--- src/hw/rtl/gcr_pkg.sv ---
package gcr_pkg;

    localparam int unsigned GlyphCols  = 5;
    localparam int unsigned GlyphRows  = 7;
    localparam int unsigned GlyphBits  = GlyphCols * GlyphRows;
    localparam int unsigned BitIdxW    = $clog2(GlyphBits);
    localparam int unsigned ColW       = $clog2(GlyphCols);
    localparam int unsigned RowW       = $clog2(GlyphRows);

    localparam logic [7:0]  CodeFirst   = 8'd32;
    localparam logic [7:0]  CodeLast    = 8'd125;
    localparam logic [7:0]  AlphaOpaque = 8'hFF;
    localparam logic [10:0] CellOffsetX = 11'd2;

    typedef struct packed {
        logic [7:0] char_code;
        logic [9:0] pos_x;
        logic [9:0] pos_y;
    } in_item_t;

    typedef struct packed {
        logic [10:0] square_x;
        logic [10:0] square_y;
        logic [31:0] fill_argb;
        logic        last_square;
    } out_item_t;

    // bit col*7+row set for each lit pixel
    typedef struct packed {
        logic [GlyphBits-1:0] pixels;
        logic [9:0]           pos_x;
        logic [9:0]           pos_y;
    } job_t;

    // column bytes, column 0 in the top byte
    function automatic logic [39:0] glyph_cols(input logic [6:0] idx);
        logic [39:0] c;
        begin
            case (idx)
                7'd0:  c = 40'h00_00_00_00_00;
                7'd1:  c = 40'h00_00_5F_00_00;
                7'd2:  c = 40'h00_07_00_07_00;
                7'd3:  c = 40'h14_7F_14_7F_14;
                7'd4:  c = 40'h24_2A_7F_2A_12;
                7'd5:  c = 40'h23_13_08_64_62;
                7'd6:  c = 40'h36_49_55_22_50;
                7'd7:  c = 40'h00_05_03_00_00;
                7'd8:  c = 40'h00_1C_22_41_00;
                7'd9:  c = 40'h00_41_22_1C_00;
                7'd10: c = 40'h08_2A_1C_2A_08;
                7'd11: c = 40'h08_08_3E_08_08;
                7'd12: c = 40'h00_50_30_00_00;
                7'd13: c = 40'h08_08_08_08_08;
                7'd14: c = 40'h00_60_60_00_00;
                7'd15: c = 40'h20_10_08_04_02;
                7'd16: c = 40'h3E_51_49_45_3E;
                7'd17: c = 40'h00_42_7F_40_00;
                7'd18: c = 40'h42_61_51_49_46;
                7'd19: c = 40'h21_41_45_4B_31;
                7'd20: c = 40'h18_14_12_7F_10;
                7'd21: c = 40'h27_45_45_45_39;
                7'd22: c = 40'h3C_4A_49_49_30;
                7'd23: c = 40'h01_71_09_05_03;
                7'd24: c = 40'h36_49_49_49_36;
                7'd25: c = 40'h06_49_49_29_1E;
                7'd26: c = 40'h00_36_36_00_00;
                7'd27: c = 40'h00_56_36_00_00;
                7'd28: c = 40'h00_08_14_22_41;
                7'd29: c = 40'h14_14_14_14_14;
                7'd30: c = 40'h41_22_14_08_00;
                7'd31: c = 40'h02_01_51_09_06;
                7'd32: c = 40'h32_49_79_41_3E;
                7'd33: c = 40'h7E_11_11_11_7E;
                7'd34: c = 40'h7F_49_49_49_36;
                7'd35: c = 40'h3E_41_41_41_22;
                7'd36: c = 40'h7F_41_41_22_1C;
                7'd37: c = 40'h7F_49_49_49_41;
                7'd38: c = 40'h7F_09_09_01_01;
                7'd39: c = 40'h3E_41_41_51_32;
                7'd40: c = 40'h7F_08_08_08_7F;
                7'd41: c = 40'h00_41_7F_41_00;
                7'd42: c = 40'h20_40_41_3F_01;
                7'd43: c = 40'h7F_08_14_22_41;
                7'd44: c = 40'h7F_40_40_40_40;
                7'd45: c = 40'h7F_02_04_02_7F;
                7'd46: c = 40'h7F_04_08_10_7F;
                7'd47: c = 40'h3E_41_41_41_3E;
                7'd48: c = 40'h7F_09_09_09_06;
                7'd49: c = 40'h3E_41_51_21_5E;
                7'd50: c = 40'h7F_09_19_29_46;
                7'd51: c = 40'h46_49_49_49_31;
                7'd52: c = 40'h01_01_7F_01_01;
                7'd53: c = 40'h3F_40_40_40_3F;
                7'd54: c = 40'h1F_20_40_20_1F;
                7'd55: c = 40'h7F_20_18_20_7F;
                7'd56: c = 40'h63_14_08_14_63;
                7'd57: c = 40'h03_04_78_04_03;
                7'd58: c = 40'h61_51_49_45_43;
                7'd59: c = 40'h00_00_7F_41_41;
                7'd60: c = 40'h02_04_08_10_20;
                7'd61: c = 40'h41_41_7F_00_00;
                7'd62: c = 40'h04_02_01_02_04;
                7'd63: c = 40'h40_40_40_40_40;
                7'd64: c = 40'h00_01_02_04_00;
                7'd65: c = 40'h20_54_54_54_78;
                7'd66: c = 40'h7F_48_44_44_38;
                7'd67: c = 40'h38_44_44_44_20;
                7'd68: c = 40'h38_44_44_48_7F;
                7'd69: c = 40'h38_54_54_54_18;
                7'd70: c = 40'h08_7E_09_01_02;
                7'd71: c = 40'h08_14_54_54_3C;
                7'd72: c = 40'h7F_08_04_04_78;
                7'd73: c = 40'h00_44_7D_40_00;
                7'd74: c = 40'h20_40_44_3D_00;
                7'd75: c = 40'h00_7F_10_28_44;
                7'd76: c = 40'h00_41_7F_40_00;
                7'd77: c = 40'h7C_04_18_04_78;
                7'd78: c = 40'h7C_08_04_04_78;
                7'd79: c = 40'h38_44_44_44_38;
                7'd80: c = 40'h7C_14_14_14_08;
                7'd81: c = 40'h08_14_14_18_7C;
                7'd82: c = 40'h7C_08_04_04_08;
                7'd83: c = 40'h48_54_54_54_20;
                7'd84: c = 40'h04_3F_44_40_20;
                7'd85: c = 40'h3C_40_40_20_7C;
                7'd86: c = 40'h1C_20_40_20_1C;
                7'd87: c = 40'h3C_40_30_40_3C;
                7'd88: c = 40'h44_28_10_28_44;
                7'd89: c = 40'h0C_50_50_50_3C;
                7'd90: c = 40'h44_64_54_4C_44;
                7'd91: c = 40'h00_08_36_41_00;
                7'd92: c = 40'h00_00_7F_00_00;
                7'd93: c = 40'h00_41_36_08_00;
                7'd94: c = 40'h08_08_2A_1C_08;
                7'd95: c = 40'h08_1C_2A_08_08;
                default: c = 40'h00_00_00_00_00;
            endcase
            return c;
        end
    endfunction

    function automatic logic [ColW-1:0] bit_col(input logic [BitIdxW-1:0] k);
        logic [ColW-1:0] c;
        begin
            if (k >= BitIdxW'(4 * GlyphRows))
                c = ColW'(4);
            else if (k >= BitIdxW'(3 * GlyphRows))
                c = ColW'(3);
            else if (k >= BitIdxW'(2 * GlyphRows))
                c = ColW'(2);
            else if (k >= BitIdxW'(GlyphRows))
                c = ColW'(1);
            else
                c = ColW'(0);
            return c;
        end
    endfunction

    function automatic logic [RowW-1:0] bit_row(input logic [BitIdxW-1:0] k,
                                                input logic [ColW-1:0] c);
        logic [BitIdxW-1:0] r;
        begin
            r = k - BitIdxW'(c * GlyphRows);
            return r[RowW-1:0];
        end
    endfunction

endpackage

--- src/hw/rtl/gcr_job_queue.sv ---
module gcr_job_queue (
    input  logic          clk,
    input  logic          rst_n,
    input  logic          wr,
    input  gcr_pkg::job_t wdata,
    input  logic          rd,
    output gcr_pkg::job_t rdata,
    output logic          full,
    output logic          not_empty
);

    gcr_pkg::job_t mem [2];
    logic       wr_ptr_reg;
    logic       wr_ptr_next;
    logic       rd_ptr_reg;
    logic       rd_ptr_next;
    logic [1:0] count_reg;
    logic [1:0] count_next;

    assign full      = (count_reg == 2'd2);
    assign not_empty = (count_reg != 2'd0);
    assign rdata     = mem[rd_ptr_reg];

    always_comb
    begin
        wr_ptr_next = wr_ptr_reg ^ wr;
        rd_ptr_next = rd_ptr_reg ^ rd;
        count_next  = count_reg + {1'b0, wr} - {1'b0, rd};
    end

    always_ff @(posedge clk)
    begin
        if (wr)
        begin
            mem[wr_ptr_reg] <= wdata;
        end
    end

    always_ff @(posedge clk or negedge rst_n)
    begin
        if (!rst_n)
        begin
            wr_ptr_reg <= 1'b0;
            rd_ptr_reg <= 1'b0;
            count_reg  <= 2'd0;
        end
        else
        begin
            wr_ptr_reg <= wr_ptr_next;
            rd_ptr_reg <= rd_ptr_next;
            count_reg  <= count_next;
        end
    end

endmodule

--- config.mk ---
export PLATFORM = sky130hd
export DESIGN_NAME = gcr_job_queue
export DESIGN_NICKNAME = d
export VERILOG_FILES = /design/src/hw/rtl/gcr_pkg.sv /design/src/hw/rtl/gcr_job_queue.sv
export SDC_FILE = /design/constraint.sdc
export NUM_CORES = 1
export LEC_CHECK = 0
export BUFFER_PORTS_ARGS = -buffer_cell sky130_fd_sc_hd__buf_2
export CORE_UTILIZATION = 45
export CTS_CLUSTER_SIZE = 16
export DETAILED_ROUTE_END_ITERATION = 12
export PLACE_DENSITY = 0.85
export REMOVE_ABC_BUFFERS = 1
export SYNTH_ARGS = -nofsm -noshare
export SYNTH_HDL_FRONTEND = slang
export SYNTH_SLANG_ARGS = --single-unit
--- constraint.sdc ---
create_clock -name clk -period 2.1 [get_ports clk]
set_input_delay 0.42 -clock clk [delete_from_list [all_inputs] [get_ports clk]]
set_output_delay 0.42 -clock clk [all_outputs]
set_load 0.05 [all_outputs]
Word-level counts from Yosys, hierarchy flattened

Memory sizes are Yosys's and may differ from the RTL's.
Index checks and enable logic that the tools add are counted.

Bits of input ports: 59
Word-level logic and storage cells: 12
Output and inout bits: 57
Memories kept: 1
Bits in latches: 0
Bits in read-only memories: 0
Bits in registers: 4
Bits in writable memories: 110

Memory list:

| memory | words | bits a word | rd ports | clocked after Yosys merged registers in | write ports | line                | text |
|---|---|---|---|---|---|---|---|
| mem    | 2     | 55          | 1        | 0                                       | 1           | gcr_job_queue.sv:12 | `gcr_pkg::job_t mem [2];` |

Equal/unequal tests: 1
Reduce and logical (&&, ||, !) cells: 1
Add/sub/neg operators: 2
Order comparisons: 0
Multipliers: 0
Div/mod/pow operators: 0
Bitwise logic cells: 2
Multiplexer cells: 2
Shift operators: 0

Operators by type and width:

| operator                                    | count |
|---|---|
| 2-bit by 1-bit adder with 2-bit output      | 1 |
| 2-bit equality test, second input constant  | 1 |
| 1-bit 2-to-1 mux                            | 2 |
| 2-bit nonzero test                          | 1 |
| 2-bit by 1-bit subtractor with 2-bit output | 1 |
| 1-bit XOR                                   | 2 |

Depth between registers and ports, before layout

Word-level depth: 2
Depth in mapped cells: 5
Mapped depth without buffers: 5

Worst setup path after synthesis

No wires, ideal clock.

Path type: input to register
Start: in wr
End: mem mem[0][0] (netlist bit), enable pin
Required time: 1.681 ns
Buffers on the path: 0
Setup time: 0.419 ns
Setup slack: -0.089 ns
Arrival: 1.770 ns
Stages: 1
Cells stage by stage: ha_1

Longest elaborated chain between the ends: 2

RTL lines:

| what                                   | line                | text |
|---|---|---|
| start, declared                        | gcr_job_queue.sv:4  | `input logic wr,` |
| 1-bit 2-to-1 mux                       | gcr_job_queue.sv:33 | `if (wr)` |
| 1-bit 2-to-1 mux (not written as such) | gcr_job_queue.sv:35 | `mem[wr_ptr_reg] <= wdata;` |
| end, declared                          | gcr_job_queue.sv:12 |  |

No other way between the ends.

==> impl_metrics.json <==
{
  "status": "finished, violations left",
  "violations": "setup timing",
  "synth_common_cells": "edfxtp_1 (110), mux2_4 (40), mux2_2 (15), buf_6 (5)",
  "pin_count": 116,
  "synthCells": 187,
  "cts_tree": "built",
  "p_leak_uw": 0.002405,
  "setup_tns_ns": -1.366,
  "die_height_um": 100.3,
  "timing.final.crit_period_ns": 2.158,
  "htree_num_levels": 4,
  "cts_root_buffer": "clkbuf_8",
  "grt_util_all_layers": 0.1568,
  "drc": 0,
  "synth_top_area_share": 0.7604,
  "fin_crit_sh": 1.028,
  "fin_area_um2": 5983,
  "yosys.area_share.simple": 0.002880,
  "cp_data_required_time_ns": 1.68,
  "path_max_fanout": 24,
  "yosysMostFrequentCell": "edfxtp_1",
  "min_path_cells": 1,
  "synth_top_area_cell": "edfxtp_1",
  "cp.arrival_ns": 1.74,
  "rows": 35,
  "synth_seq_cells": 114,
  "final-setup-viol-count": 51,
  "antenna_found_initial": 0,
  "stdcell_count": 465,
  "gp_congestion": 0.6409,
  "grt_setup_unrepaired": "yes",
  "rr_startpoint": "wr_ptr_reg",
  "areaGrowthSynthToFinish_pct": 37.73,
  "path_clk_slew_ns": 0.05,
  "synthAdderAreaFrac": 0.01152,
  "start_util": 0.4679,
  "core_area_um2": 9284,
  "nNetsFinal": 386,
  "cp-start-kind": "flip-flop",
  "grt_max_degree": 34,
  "cap_violations": 0,
  "yosys_warnings": 0,
  "drive_above_1_share": 0.6220,
  "synth_edf_count": 110,
  "hold_start": "wdata[0]",
  "synth_mux_area_frac": 0.1771,
  "ys_seq_area_frac": 0.7834,
  "holdPathEnd": "mem[0][0]",
  "r2r-end": "mem[0][54]",
  "die_area_um2": 10050,
  "wl_per_cell_um": 16.39,
  "ys.flop_type": "edfxtp_1",
  "grt_pass1_vias": 2342,
  "power_density_nw_per_um2": 1665,
  "cts_buffers": 17,
  "final_max_slew_viol_count": 0,
  "tightestPinTransition_ns": 0.4453,
  "synth_top_family_by_area": "multiplexers",
  "finalPower_uw": 9962,
  "avgSynthCellArea_um2": 23.23,
  "overflow": 0,
  "n_antenna_cell": 0,
  "largest_register_ffs": 110,
  "fin_skew_ns": 0.01080,
  "hpwlAfterDp_um": 4570,
  "critical_path_class": "flip-flop to output port",
  "finalHoldViolations": 0,
  "wl_um": 7620,
  "vdd_drop_max_mv": 1.112,
  "drt-vias-per-instance": 4.682,
  "die_w_um": 100.3,
  "r2r_cells": 3,
  "synth-xor-area-share": 0.007488,
  "ant_nets": 0,
  "cts_sinks": 114,
  "first_iter_violations": 51,
  "synth.distinct_cells": 12,
  "synthArstFlopShare": 0.03509,
  "synth_area_um2": 4344,
  "r2r_slack_ns": 0.70,
  "netlist_top_cells_area": "edfxtp_1 (76%), mux2_4 (14%), mux2_2 (3.9%)",
  "fillerInstances": 692,
  "placedCellCount": 431,
  "synth_compound_area_frac": 0,
  "grt_pass1_wl_um": 11390,
  "crit_path_end_kind": "output port",
  "hp-class": "primary input to flip-flop",
  "max_freq_ghz": 0.4634,
  "portBuffers": 115,
  "clk_latency_ns": 0.49,
  "cts_buffer_depth": 2,
  "placed_area_um2": 5099,
  "fin_ws_ns": -0.05796,
  "vias": 2177,
  "max_slew_margin": 0.7031,
  "first_pass_iters": 6
}
[where the power goes]
part           switching, uW  internal (uW)  leakage (uW)
registers                150           3040       0.00108
logic                   2640           1800       0.00109
clock network            919           1420      0.000237
[per-layer routing]
| layer | GRT usage | up-vias | wire length, um |
|---|---|---|---|
| li1 | - | 1005 | - |
| met1 | 0.1616 | 1079 | 2896 |
| met2 | 0.2808 | 84 | 4290 |
| met3 | 0.05641 | 9 | 366 |
| met4 | 0.07804 | 0 | 65 |
| met5 | 0 | - | 0 |
[critical path: stages, from the launching register on]
cell,delay (ns)
dfrtp_4,0.48
buf_12,0.22
mux2_2,0.37
buf_6,0.15
[stage by stage]
step	setup slack (ns)	util	hold slack, ns
4_1_cts	-0.07955	0.6414	0.08833
3_3_place_gp	0.4284	0.5492	0.2281
2_1_floorplan	-0.8350	-	0.1244
6_report	-0.05796	0.6445	0.1110
5_1_grt	-0.1206	0.6445	0.08231
3_5_place_dp	0.4181	0.5492	0.2304
[cells in the final DEF, fill, tap and decap left out, types with 2 or more instances in the layout]
cell type	instances
mux2_4	40
buf_6	54
ha_1	2
edfxtp_1	110
inv_1	4
dfrtp_1	3
mux2_2	15
clkinv_2	7
buf_2	60
clkbuf_1	3
clkbuf_16	17
buf_4	4
ha_2	2
clkinvlp_4	4
[cell families (layout without fill, tap and decap cells)]
| group | after synthesis | after routing |
|---|---|---|
| simple gates | 2 | 2 |
| xor+xnor | 2 | 2 |
| mux | 55 | 55 |
| fa+ha+maj | 4 | 4 |
| flops | 114 | 114 |
| buf+inv | 10 | 159 |
[how the worst max path moves through the flow]
stage          startpoint         to  slack [ns]  cells after the start
2_1_floorplan  rd_ptr_reg   rdata[0]       -0.84                      1
3_3_place_gp   rd_ptr_reg  rdata[49]        0.43                      3
3_5_place_dp   rd_ptr_reg  rdata[49]        0.42                      3
4_1_cts        rd_ptr_reg  rdata[49]       -0.08                      3
5_1_grt        rd_ptr_reg  rdata[50]       -0.12                      3
6_report       rd_ptr_reg   rdata[0]       -0.06                      3
[cell type report]
| type | instances | area [um2] | share of cell area |
|---|---|---|---|
| sequential | 114 | 3407 | 0.5694 |
| timing repair buffer | 123 | 1036 | 0.1731 |
| multi-input combinational | 63 | 869.6 | 0.1453 |
| clock buffer | 20 | 425.4 | 0.07110 |
| tap | 129 | 161.4 | 0.02698 |
| clock inverter | 12 | 68.82 | 0.01150 |
| inverter | 4 | 15.01 | 0.002509 |
[what timing repair did]
item                       4_1_cts  5_1_grt
gates cloned                     0        1
resized for setup              111        1
hold buffers                     1        0
buffers inserted                 0        0
hold endpoints to repair         4        0
setup endpoints to repair       55       55
Power figures use the tool's default switching activity.
